==> src/sv/best_covering_display_select_macros.svh <==
// Assertion shorthands shared by the block
`ifndef BEST_COVERING_DISPLAY_SELECT_MACROS_SVH
`define BEST_COVERING_DISPLAY_SELECT_MACROS_SVH

// Same-cycle implication, sampled on clk, off while in reset
`define BCDS_ASSERT_IMP(lbl, ante, cons, msg) \
	lbl: assert property (@(posedge clk) disable iff (!arst_n) (ante) |-> (cons)) \
		else $error(msg);

// Next-cycle implication, sampled on clk, off while in reset
`define BCDS_ASSERT_NXT(lbl, ante, cons, msg) \
	lbl: assert property (@(posedge clk) disable iff (!arst_n) (ante) |=> (cons)) \
		else $error(msg);

`endif

==> src/sv/bcds_pkg.sv <==
package bcds_pkg;

	// Window storage and field widths
	localparam int MAX_WINDOWS = 6;
	localparam int NUM_WINDOWS_DEF = 6;
	localparam int IDX_W = 3;
	localparam int CFG_IDX_W = 3;
	localparam int LAYOUT_W = 64;
	localparam int COORD_W = 16;
	localparam int SPAN_W = 16;
	localparam int AREA_W = 32;

	// Register index of the primary window select
	localparam logic [CFG_IDX_W-1:0] REG_PRIMARY = 3'd6;
	// Primary reset value: no primary window
	localparam logic [IDX_W-1:0] NO_PRIMARY = 3'd6;

	// Per-window overlap extents
	typedef struct packed {
		logic              on;
		logic [SPAN_W-1:0] dx;
		logic [SPAN_W-1:0] dy;
	} span_t;

	// Selection outcome
	typedef struct packed {
		logic              found;
		logic [IDX_W-1:0]  idx;
		logic [AREA_W-1:0] area;
	} pick_t;

endpackage

==> src/sv/bcds_select.sv <==
// Ordered best-area pick; the primary window also wins ties
module bcds_select #(
	parameter int NUM_WINDOWS = bcds_pkg::NUM_WINDOWS_DEF
) (
	input  logic [bcds_pkg::AREA_W-1:0] area [NUM_WINDOWS],
	input  logic                        on   [NUM_WINDOWS],
	input  logic [bcds_pkg::IDX_W-1:0]  primary,
	output bcds_pkg::pick_t             pick
);

	// Walk windows in index order
	always_comb begin
		pick = '0;
		for (int i = 0; i < NUM_WINDOWS; i++) begin
			if (on[i] && ((area[i] > pick.area) ||
			    (bcds_pkg::IDX_W'(i) == primary && area[i] == pick.area))) begin
				pick.found = 1'b1;
				pick.idx   = bcds_pkg::IDX_W'(i);
				pick.area  = area[i];
			end
		end
	end

endmodule

==> config.mk <==
export PLATFORM = sky130hd
export DESIGN_NAME = bcds_select
export DESIGN_NICKNAME = d
export VERILOG_FILES = /design/src/sv/best_covering_display_select_macros.svh /design/src/sv/bcds_pkg.sv /design/src/sv/bcds_select.sv
export SDC_FILE = /design/constraint.sdc
export NUM_CORES = 1
export LEC_CHECK = 0
export ABC_AREA = 1
export BUFFER_PORTS_ARGS = -buffer_cell sky130_fd_sc_hd__buf_4
export CORE_ASPECT_RATIO = 1.4
export CORE_UTILIZATION = 30
export DETAILED_ROUTE_END_ITERATION = 10
export PLACE_DENSITY_LB_ADDON = 0.05
export RECOVER_POWER = 25
export SYNTH_ARGS = -nofsm -noshare
export SYNTH_HDL_FRONTEND = slang
export SYNTH_SLANG_ARGS = --single-unit
==> constraint.sdc <==
create_clock -name vclk -period 34.2
set_clock_uncertainty 0.1 [all_clocks]
set_input_delay 1.71 -clock vclk [all_inputs]
set_output_delay 1.71 -clock vclk [all_outputs]
set_load 0.01 [all_outputs]
==> results.sh <==
export IMPL_status="complete, but fails checks"
export IMPL_violations="capacitance limit, slew limit"
export IMPL_dieArea_sq_um=22300
export IMPL_power_frac_clock=0
export IMPL_fmax_mhz=40.6
export IMPL_gp_congestion=0.861
export IMPL_synth_adder_area_share=0.304
export IMPL_core_sq_um=21200
export IMPL_grt_max_degree=66
export IMPL_drive_gt1_frac=0.260
export IMPL_syn_avg_cell_area_sq_um=5.86
export IMPL_vias_per_cell=4.83
export IMPL_p_int_uw=113
export IMPL_final_cell_mix="348 x nand2_1, 237 x buf_4, 158 x ha_1"
export IMPL_worstHoldPathCells=4
export IMPL_fin_util=0.396
export IMPL_dr_pass1_iters=6
export IMPL_cts_setup_buffers=0
export IMPL_die_w_um=126
export IMPL_tns_ns=0
export IMPL_postSynthCellCount=1109
export IMPL_synthesis_area_sq_um=6490
export IMPL_diodes=0
export IMPL_synth_xor_xnor_area_share=0
export IMPL_start_util=0.306
export IMPL_worst_hold_path_endpoint="pick[24]"
export IMPL_slowest_stage="a21boi_0"
export IMPL_power_switching_uw=156
export IMPL_muxShareOfSynthArea=0
export IMPL_vdd_drop_max_mv=0.00992
export IMPL_area_growth_pct=29.3
export IMPL_path_buf_inv=12
export IMPL_io_buffers=237
export IMPL_grt_setup_unrepaired="false"
export IMPL_first_global_vias=7416
export IMPL_die_h_um=176
export IMPL_io_pin_count=237
export IMPL_synth_compound_area_frac=0.147
export IMPL_final_fill_count=2391
export IMPL_cp_data_required_time_ns=32.39
export IMPL_grt_usage=0.208
export IMPL_worst_pin_slew_ns=3.47
export IMPL_synth_cell_types=41
export IMPL_synth_simple_area_share=0.453
export IMPL_crit_path_frequent_cell="nand2_1"
export IMPL_regArea_sq_um=0
export IMPL_cts_repair_resized=0
export IMPL_final_common_cell="nand2_1"
export IMPL_dp_slack_ns=15.59
export IMPL_worst_setup_path_end_kind="primary output"
export IMPL_slew_viol_final=134
export IMPL_start_kind="input port"
export IMPL_yosysWarningCount=0
export IMPL_vias=7585
export IMPL_arrival_ns=22.81
export IMPL_hold_viol_final=0
export IMPL_seqPwrFrac=0
export IMPL_synth_seq_area_share=0
export IMPL_p_per_area_nw_per_um2=32.1
export IMPL_ant_nets=0
export IMPL_rows=63
export IMPL_grt_pass1_wl_mm=37.1
export IMPL_nets=1671
export IMPL_maxCapViolations=4
export IMPL_sw_frac_of_total=0.580
export IMPL_hpwl_mm=21.9
export IMPL_worstSetupPathType="in -> out"
export IMPL_fin_crit_ns=24.62
export IMPL_power_frac_comb=1.000
export IMPL_synth_top_family_by_area="simple AND/OR/NAND/NOR gates"
export IMPL_postCtsHoldBufs=0
export IMPL_overflow=0
export IMPL_leakage_uw=0.00482
export IMPL_design_seq_count=0
export IMPL_worst_path_max_fanout=65
export IMPL_holdCritPathClass="in -> out"
export IMPL_wl_per_cell_um=15.1
export IMPL_nClkBuffers=0
export IMPL_setup_ws_ns=9.58
export IMPL_syn_nets=1468
export IMPL_critPathTopFamily="simple AND/OR/NAND/NOR gates"
export IMPL_max_slew_margin_rel=-1.34
export IMPL_min_delay_start="area[24]"
export IMPL_fin_crit_sh=0.720
export IMPL_wl_mm=23.6
export IMPL_antenna_found_initial=0
export IMPL_initialDrtViolationCount=296
export IMPL_cpPeakStageDelay_ns=2.53
export IMPL_setup_viol=0
export IMPL_drc=0
==> Yosys cell counts, types with 3 or more instances <==
master     count  area, sq um
nand2_4        4         45.0
nand2_1      346         1300
a21oi_1       59          295
clkbuf_1      26         97.6
nor2_1        48          180
nor3_1         7         35.0
o21bai_1       4         30.0
a21o_1         3         22.5
nor2_2         3         18.8
a211oi_1      11         82.6
nand4_1       20          125
buf_2          3         15.0
or3_1          3         18.8
nor4_1         6         37.5
o21ai_0       75          375
nand3_2       21          210
or2_2         31          194
nand3_1       96          480
inv_1        114          428
ha_1         158         1980
o2111ai_1      3         26.3
buf_4          3         22.5
nand2_2       37          231
buf_1          3         11.3
==> through the flow <==
step | cell area [sq um] | power, uW | hold WS [ns] | cells
after CTS | 8430 | 273 | 3.61 | 1570
after global placement | 8430 | 271 | 3.61 | 1570
after detailed placement | 8430 | 272 | 3.61 | 1570
after floorplan | 6490 | 176 | 3.44 | 1109
after global routing | 8400 | 307 | 3.62 | 1570
final | 8400 | 269 | 3.61 | 1570
==> worst min-delay path, delay by kind of cell <==
kind	cells	cell delay, ns
buffers and inverters	2	0.19
and+or+nand+nor	2	0.09
==> power by group through the flow <==
stage | clock network, uW | logic (uW) | registers [uW]
floorplan | 0 | 176 | 0
global placement | 0 | 271 | 0
detailed placement | 0 | 272 | 0
CTS | 0 | 273 | 0
global route | 0 | 307 | 0
finish | 0 | 269 | 0
==> logic make-up after synthesis <==
kind of cell             after synthesis
AND/OR/NAND/NOR                      629
AO/OA/AOI/OAI                        168
adder cells (fa/ha/maj)              158
buffers and inverters                154
==> routing by layer <==
layer | GRT usage | vias up | share of wire
met2 | 0.390 | 199 | 0.50
met4 | 0.0351 | 0 | 0.019
li1 | - | 4139 | -
met1 | 0.262 | 3227 | 0.45
met5 | 0 | - | 0
met3 | 0.0121 | 20 | 0.039
==> layout make-up <==
class              instances  area [sq um]  share of cell area
inverters                116           435              0.0518
multi-input cells        955          5850               0.697
well taps                260           325              0.0387
repair buffers           239          1790               0.213
==> how the worst max path moves through the flow <==
stage | from | to | slack, ns | cells past startpoint
2_1_floorplan | area[182] | pick[10] | 20.45 | 77
3_3_place_gp | area[184] | pick[0] | 15.70 | 64
3_5_place_dp | area[184] | pick[5] | 15.59 | 68
4_1_cts | area[184] | pick[5] | 15.58 | 68
5_1_grt | area[182] | pick[5] | 7.20 | 68
6_report | area[182] | pick[5] | 9.58 | 70
No activity file was read; power rests on OpenSTA's default activity.
