### src/sv/best_covering_display_select_macros.svh
// Assertion shorthands shared by the block
`ifndef BEST_COVERING_DISPLAY_SELECT_MACROS_SVH
`define BEST_COVERING_DISPLAY_SELECT_MACROS_SVH

// Same-cycle implication, sampled on clk, off while in reset
`define BCDS_ASSERT_IMP(lbl, ante, cons, msg) \
	lbl: assert property (@(posedge clk) disable iff (!arst_n) (ante) |-> (cons)) \
		else $error(msg);

// Next-cycle implication, sampled on clk, off while in reset
`define BCDS_ASSERT_NXT(lbl, ante, cons, msg) \
	lbl: assert property (@(posedge clk) disable iff (!arst_n) (ante) |=> (cons)) \
		else $error(msg);

`endif

### src/sv/bcds_pkg.sv
package bcds_pkg;

	// Window storage and field widths
	localparam int MAX_WINDOWS = 6;
	localparam int NUM_WINDOWS_DEF = 6;
	localparam int IDX_W = 3;
	localparam int CFG_IDX_W = 3;
	localparam int LAYOUT_W = 64;
	localparam int COORD_W = 16;
	localparam int SPAN_W = 16;
	localparam int AREA_W = 32;

	// Register index of the primary window select
	localparam logic [CFG_IDX_W-1:0] REG_PRIMARY = 3'd6;
	// Primary reset value: no primary window
	localparam logic [IDX_W-1:0] NO_PRIMARY = 3'd6;

	// Per-window overlap extents
	typedef struct packed {
		logic              on;
		logic [SPAN_W-1:0] dx;
		logic [SPAN_W-1:0] dy;
	} span_t;

	// Selection outcome
	typedef struct packed {
		logic              found;
		logic [IDX_W-1:0]  idx;
		logic [AREA_W-1:0] area;
	} pick_t;

endpackage

### src/sv/bcds_overlap.sv
// Overlap extents of one window against the query box
module bcds_overlap (
	input  logic [bcds_pkg::LAYOUT_W-1:0]       layout,
	input  logic signed [bcds_pkg::COORD_W-1:0] box_left,
	input  logic signed [bcds_pkg::COORD_W-1:0] box_top,
	input  logic signed [bcds_pkg::COORD_W-1:0] box_right,
	input  logic signed [bcds_pkg::COORD_W-1:0] box_bottom,
	output bcds_pkg::span_t                     span
);

	logic signed [15:0] win_x;
	logic signed [15:0] win_y;
	logic [14:0] size_w;
	logic [14:0] size_h;
	logic [14:0] eff_w;
	logic [14:0] eff_h;
	logic signed [17:0] win_r;
	logic signed [17:0] win_b;
	logic signed [17:0] lo_x;
	logic signed [17:0] hi_x;
	logic signed [17:0] lo_y;
	logic signed [17:0] hi_y;
	logic signed [17:0] dx_full;
	logic signed [17:0] dy_full;

	// Unpack layout, swap size when rotated
	assign win_x  = layout[15:0];
	assign win_y  = layout[31:16];
	assign size_w = layout[46:32];
	assign size_h = layout[61:47];
	assign eff_w  = layout[62] ? size_h : size_w;
	assign eff_h  = layout[62] ? size_w : size_h;

	// Far edges at full width, no wrap
	assign win_r = 18'(win_x) + $signed({3'b000, eff_w});
	assign win_b = 18'(win_y) + $signed({3'b000, eff_h});

	// Clip to the query box
	assign lo_x = (win_x > box_left) ? 18'(win_x) : 18'(box_left);
	assign hi_x = (win_r < 18'(box_right)) ? win_r : 18'(box_right);
	assign lo_y = (win_y > box_top) ? 18'(win_y) : 18'(box_top);
	assign hi_y = (win_b < 18'(box_bottom)) ? win_b : 18'(box_bottom);

	assign dx_full = hi_x - lo_x;
	assign dy_full = hi_y - lo_y;

	// Empty or inverted overlap gives zero extent
	always_comb begin
		span.on = layout[63];
		span.dx = (dx_full[17] || dx_full == 18'sd0) ? '0 : dx_full[15:0];
		span.dy = (dy_full[17] || dy_full == 18'sd0) ? '0 : dy_full[15:0];
	end

endmodule

### config.mk
export PLATFORM = sky130hd
export DESIGN_NAME = bcds_overlap
export DESIGN_NICKNAME = d
export VERILOG_FILES = /design/src/sv/best_covering_display_select_macros.svh /design/src/sv/bcds_pkg.sv /design/src/sv/bcds_overlap.sv
export SDC_FILE = /design/constraint.sdc
export NUM_CORES = 1
export LEC_CHECK = 0
export BUFFER_PORTS_ARGS = -buffer_cell sky130_fd_sc_hd__buf_2
export CAP_MARGIN = 20
export CORE_ASPECT_RATIO = 1.1
export CORE_MARGIN = 2
export CORE_UTILIZATION = 60
export DETAILED_ROUTE_END_ITERATION = 16
export GPL_ROUTABILITY_DRIVEN = 0
export PLACE_DENSITY = 0.92
export SLEW_MARGIN = 10
export SYNTH_ARGS = -nofsm -noshare
export SYNTH_HDL_FRONTEND = slang
export SYNTH_SLANG_ARGS = --single-unit
### constraint.sdc
create_clock -name vclk -period 15.59
set_input_delay 1.559 -clock vclk [all_inputs]
set_output_delay 1.559 -clock vclk [all_outputs]
set_load 0.05 [all_outputs]
==> out/results.ini, run 1 <==
[status]
status=complete, no violations

[sta]
relSlewSlack_pct=38.3
drv_slew=0
tightest_slew_ns=0.925
finalHoldViolCount=0
post-route-period-util_pct=68.8
fmax_ghz=0.0932
finalSetupViolations=0
rsz0062_at_grt=no
period_minus_slack_ns=10.73
finalSetupTns_ns=0

[yosys]
yosys_warnings=0
synthCells=697
ys_types=65
yosysTopAreaCellShare_pct=29.5
post-synth-top-area-cell=ha_1
syn_area_um2=5430
netlist_top_cells_area=ha_1 30%, mux2_2 10%, inv_1 6.1%
syn_avg_cell_area_um2=7.79
synth_sequential_area_ratio_pct=0
synth_nets=957

[setup_path]
crit_start=layout[62]
endpoint=span[3]
end_kind=output pin
critPathLaunchType=primary input
max_stage_delay_ns=0.48
cp_common_cell=o21ai_1
required_ns=14.03
cp_slowest_cell=buf_2
worstSetupPathType=primary input to output pin
crit_fanout=30
cp.arrival_ns=9.17

[cts]
postCtsSetupRepairBufs=0
post_cts_resized=0
ctsHoldBuffers=0

[finish]
diodes=0
final_nets=1111
seqCellArea_um2=0
seq_cells=0
multi_input_area_um2=5040
stdcell_area_um2=6330
num-fill-cells=686
layout_commonest_cell=buf_2
drive_above_1_share_pct=27.2
final_cell_mix=159 x buf_2, 128 x ha_1, 88 x inv_1
area_growth_pct=16.7
fin_cells=963
clkbuf_count=0

[route]
drtAntennaViolNets=0
drt_wl_total_mm=13.9
wl_per_cell_um=14.5
viasPerCell=5.80
post-route-drc-count=0
dr.first_iter.drc_count=148
vias=5582
firstDrtPassIters=4

[die]
die_h_um=104
rows=36
dieWidth_um=94.7
initial_core_util_pct=61.5
dieArea_um2=9820
coreArea_um2=8830
io_pins=161

[pwr]
total_power_uw=718
power_leakage_nw=3.43
irDropWorstVdd_mv=0.134
power.density_nw_per_um2=113

[placed_design]
placed_cells_incl_taps=963
dp_hpwl_mm=12.4
dpl_cell_area_um2=6330
numPortBuffers=159

[grt]
grt_overflow=0
grt_max_degree=31
grt_pass1_wl_mm=22.9
grt_pass1_vias=5391
grt_use_total_pct=27.5
antenna_found_initial=0

[worst_hold_path]
min_path_type=primary input to output pin

[flow_run]
maxCapViolCount=0

==> cell families after synthesis <==
group                    count (synthesis)  share of synthesized area (%)
AND/OR/NAND/NOR                        149                           13.8
adder cells (fa/ha/maj)                132                           31.0
buffers and inverters                   98                           7.26
multiplexers                            96                           19.3
XOR/XNOR                                46                           7.42
AO/OA/AOI/OAI                          176                           21.3
==> Yosys cell counts (12+ instances only) <==
cell     number
xor2_1       16
xnor2_1      30
mux2_2       48
mux2_1       15
ha_1        128
a21o_1       29
o21ai_0      17
o21ai_1      15
nand4_1      13
nor2_1       57
mux2i_1      32
nand2_1      16
a21oi_1      57
inv_1        88
nor3_1       12
==> worst max-delay path: cells and delay by family <==
family,cells,cell delay [ns]
AO/OA/AOI/OAI,17,3.89
XOR/XNOR,1,0.18
adder cells (fa/ha/maj),4,1.21
buffers and inverters,2,0.77
multiplexers,2,0.85
AND/OR/NAND/NOR,4,0.67
==> per-stage QoR <==
step | hold slack (ns) | utilization (%) | setup WS [ns]
after floorplan | 3.29 | - | 5.61
after global placement | 3.12 | 71.7 | 5.27
after detailed placement | 3.12 | 71.7 | 4.93
after CTS | 3.12 | 71.7 | 4.91
after global routing | 3.12 | 71.7 | 4.21
final | 3.12 | 71.7 | 4.86
==> layout make-up <==
| cell class | instances | share of cell area (%) |
|---|---|---|
| Multi-Input combinational cell | 599 | 79.6 |
| Tap cell | 114 | 2.25 |
| Inverter | 88 | 5.22 |
| Timing Repair Buffer | 162 | 12.9 |
==> worst min path at each step <==
stage,from,end,slack [ns],depth (start not counted)
final,layout[63],span[32],3.12,0
after global routing,layout[63],span[32],3.12,0
after CTS,layout[63],span[32],3.12,0
after detailed placement,layout[63],span[32],3.12,0
after global placement,layout[63],span[32],3.12,0
after floorplan,layout[63],span[32],3.29,1
==> power by group <==
group | switching [mW] | internal [mW]
sequential | 0 | 0
combinational | 0.468 | 0.250
clock | 0 | 0
==> metal layers <==
| metal | up-vias | GRT usage (%) | routed length [um] |
|---|---|---|---|
| li1 | 2849 | - | - |
| met1 | 2515 | 33.5 | 5960 |
| met2 | 192 | 51.0 | 6800 |
| met3 | 26 | 1.67 | 795 |
| met4 | 0 | 7.35 | 368 |
| met5 | - | 0 | 0 |
(Power assumes the default switching activity.)
==> run 2: changes to the inputs <==
--- a/config.mk
+++ b/config.mk
@@ -5,14 +5,15 @@
 export SDC_FILE = /design/constraint.sdc
 export NUM_CORES = 1
 export LEC_CHECK = 0
+export ABC_AREA = 1
 export BUFFER_PORTS_ARGS = -buffer_cell sky130_fd_sc_hd__buf_2
 export CAP_MARGIN = 20
 export CORE_ASPECT_RATIO = 1.1
 export CORE_MARGIN = 2
-export CORE_UTILIZATION = 60
+export CORE_UTILIZATION = 58
 export DETAILED_ROUTE_END_ITERATION = 16
 export GPL_ROUTABILITY_DRIVEN = 0
-export PLACE_DENSITY = 0.92
+export PLACE_DENSITY = 0.86
 export SLEW_MARGIN = 10
 export SYNTH_ARGS = -nofsm -noshare
 export SYNTH_HDL_FRONTEND = slang
==> constraint.sdc (replaced) <==
create_clock -name vclk -period 11.02
set_input_delay 1.102 -clock vclk [all_inputs]
set_output_delay 1.102 -clock vclk [all_outputs]
set_load 0.05 [all_outputs]
==> run 2 against run 1 <==
  * Synthesized area increased by 27%
  * Worst hold slack got worse by 0.91 ns
  * Combinational power increased by 130%
  * Global-route usage increased by 5.5 points
  * Core utilization decreased by 4.3 points
  * Flip-flop and latch count unchanged
  * Non-clock buffer count decreased by 3
  * Highest routed layer unchanged
  * Worst setup slack got worse by 2.4 ns
  * Die area increased by 30%
  * Synthesized cell count increased by 89%
  * Via count increased by 54%
==> out/results.ini, run 2 <==
[status]
status=complete, no violations  ; unchanged

[cts]
post_cts_resized=0  ; unchanged
ctsHoldBuffers=0  ; unchanged
postCtsSetupRepairBufs=0  ; unchanged

[yosys]
netlist_top_cells_area=ha_1 23%, nand2_1 22%, inv_1 14%  ; was ha_1 30%, mux2_2 10%, inv_1 6.1%
ys_types=34  ; was 65
synth_sequential_area_ratio_pct=0  ; unchanged
syn_avg_cell_area_um2=5.23  ; was 7.79 um^2
post-synth-top-count-cell=nand2_1  ; was ha_1
yosys_warnings=0  ; unchanged
synth_nets=1575  ; was 957
synth_commonest_cells=409 x nand2_1, 261 x inv_1, 128 x ha_1, 120 x nor2_1, 88 x a21oi_1  ; was 128 x ha_1, 88 x inv_1, 57 x a21oi_1, 57 x nor2_1, 48 x mux2_2
post-synth-top-area-cell=ha_1  ; unchanged
synthCells=1315  ; was 697
yosysTopAreaCellShare_pct=23.3  ; was 29.5%
syn_area_um2=6870  ; was 5430 um^2

[setup_path]
required_ns=9.92  ; was 14.03 ns
max_stage_delay_ns=0.62  ; was 0.48 ns
crit_fanout=60  ; was 30
worstSetupPathType=primary input to output pin  ; unchanged
cp_common_cell=nand2_1  ; was o21ai_1
cp.arrival_ns=7.44  ; was 9.17 ns
crit_start=layout[62]  ; unchanged
cp_slowest_cell=buf_2  ; unchanged
critPathLaunchType=primary input  ; unchanged
end_kind=output pin  ; unchanged

[finish]
layout_commonest_cell=nand2_1  ; was buf_2
drive_above_1_share_pct=11.9  ; was 27.2%
stdcell_area_um2=7740  ; was 6330 um^2
final_cell_mix=409 x nand2_1, 261 x inv_1, 159 x buf_2  ; was 159 x buf_2, 128 x ha_1, 88 x inv_1
final_nets=1714  ; was 1111
area_growth_pct=12.7  ; was 16.7%
clkbuf_count=0  ; unchanged
diodes=0  ; unchanged
seqCellArea_um2=0  ; unchanged
seq_cells=0  ; unchanged

[die]
rows=41  ; was 36
io_pins=161  ; unchanged
dieArea_um2=12700  ; was 9820 um^2
dieWidth_um=108  ; was 94.7 um
coreArea_um2=11500  ; was 8830 um^2
die_h_um=118  ; was 104 um
initial_core_util_pct=59.8  ; was 61.5%

[placed_design]
dp_hpwl_mm=18.9  ; was 12.4 mm
dpl_cell_area_um2=7740  ; was 6330 um^2
numPortBuffers=159  ; unchanged

[flow_run]
maxCapViolCount=0  ; unchanged

[pwr]
p_switching_mw=1.17  ; was 468 uW
p_int_uw=458  ; was 250 uW
power_switching_share_pct=71.9  ; was 65.2%
power.density_nw_per_um2=210  ; was 113 nW/um^2
seqPwrFrac_pct=0  ; about the same
irDropWorstVdd_mv=0.233  ; was 0.134 mV
combPwrFrac_pct=100.0  ; about the same
pwr-share-clk_pct=0  ; about the same
power_leakage_nw=5.03  ; was 3.43 nW

[sta]
fmax_ghz=0.117
drv_slew=0  ; unchanged
finalSetupTns_ns=0  ; unchanged
post-route-period-util_pct=77.5
rsz0062_at_grt=no  ; unchanged
tightest_slew_ns=0.957  ; was 0.925 ns
period_minus_slack_ns=8.54
relSlewSlack_pct=36.0  ; was 38.3%
finalHoldViolCount=0  ; unchanged
finalSetupViolations=0  ; unchanged

[route]
vias=8593  ; was 5582
post-route-drc-count=0  ; unchanged
wl_met3_mm=1.30  ; was 795 um
drtAntennaViolNets=0  ; unchanged
wl_per_cell_um=13.2  ; was 14.5 um
viasPerCell=5.36  ; was 5.80
routed-wl-met2_mm=10.1  ; was 6.80 mm
wl_met1_mm=8.36  ; was 5.96 mm
drt_wl_total_mm=21.1  ; was 13.9 mm
dr.first_iter.drc_count=590  ; was 148
topRoutingLayerUsed=met4  ; unchanged
firstDrtPassIters=5  ; was 4

[grt]
antenna_found_initial=0  ; unchanged
grt_use_total_pct=33.0  ; was 27.5%
grt_max_degree=61  ; was 31
grt_pass1_vias=8172  ; was 5391
grt_overflow=0  ; unchanged
grt_pass1_wl_mm=35.1  ; was 22.9 mm

[worst_hold_path]
min-delay-start=layout[63]  ; unchanged
holdPathEnd=span[32]  ; unchanged
holdPathStages=0  ; unchanged
min_path_type=primary input to output pin  ; unchanged

## run 2: area by class of cell
| type | count | area (um^2) |
|---|---|---|
| fill | 1175 | 3750 |
| inverter | 262 | 983 |
| multi-input combinational | 1031 | 5780 |
| tap | 150 | 188 |
| timing repair buffer | 159 | 796 |
## run 2: metal layers
metal	global-route usage, %	up-vias
met2	61.0	324
met4	16.7	0
met1	37.5	3724
met3	2.10	81
met5	0	-
li1	-	4464
## run 2: power groups by stage
stage	logic, mW	clock network [mW]	registers (mW)
2_1_floorplan	1.29	0	0
3_3_place_gp	1.59	0	0
3_5_place_dp	1.61	0	0
4_1_cts	1.61	0	0
5_1_grt	1.81	0	0
6_report	1.63	0	0
## run 2: worst max path at each step
stage	slack (ns)	end
finish	2.48	span[7]
global route	1.80	span[6]
CTS	2.59	span[4]
detailed placement	2.60	span[7]
global placement	2.72	span[1]
floorplan	3.46	span[10]
## run 2: kinds of logic after synthesis
group | count (synthesis) | share of synthesized area [%]
buf+inv | 284 | 16.0
simple gates | 678 | 41.1
xor+xnor | 31 | 3.95
fa+ha+maj | 132 | 24.5
compound gates | 190 | 14.5
## run 2: stage by stage
| step | power (mW) | hold slack [ns] | worst slack, ns | instances | util, % |
|---|---|---|---|---|---|
| after floorplan | 1.29 | 2.37 | 3.46 | 1315 | - |
| after global placement | 1.59 | 2.20 | 2.72 | 1602 | 67.4 |
| after detailed placement | 1.61 | 2.20 | 2.60 | 1602 | 67.4 |
| after CTS | 1.61 | 2.20 | 2.59 | 1602 | 67.4 |
| after global routing | 1.81 | 2.20 | 1.80 | 1602 | 67.4 |
| final | 1.63 | 2.20 | 2.48 | 1602 | 67.4 |
## run 2: worst max-delay path: cells and delay by family
kind            cells  cell delay (ns)
fa+ha+maj           4             1.28
xor+xnor            1             0.22
buf+inv             5             1.58
simple gates       23             2.23
compound gates      5             1.00
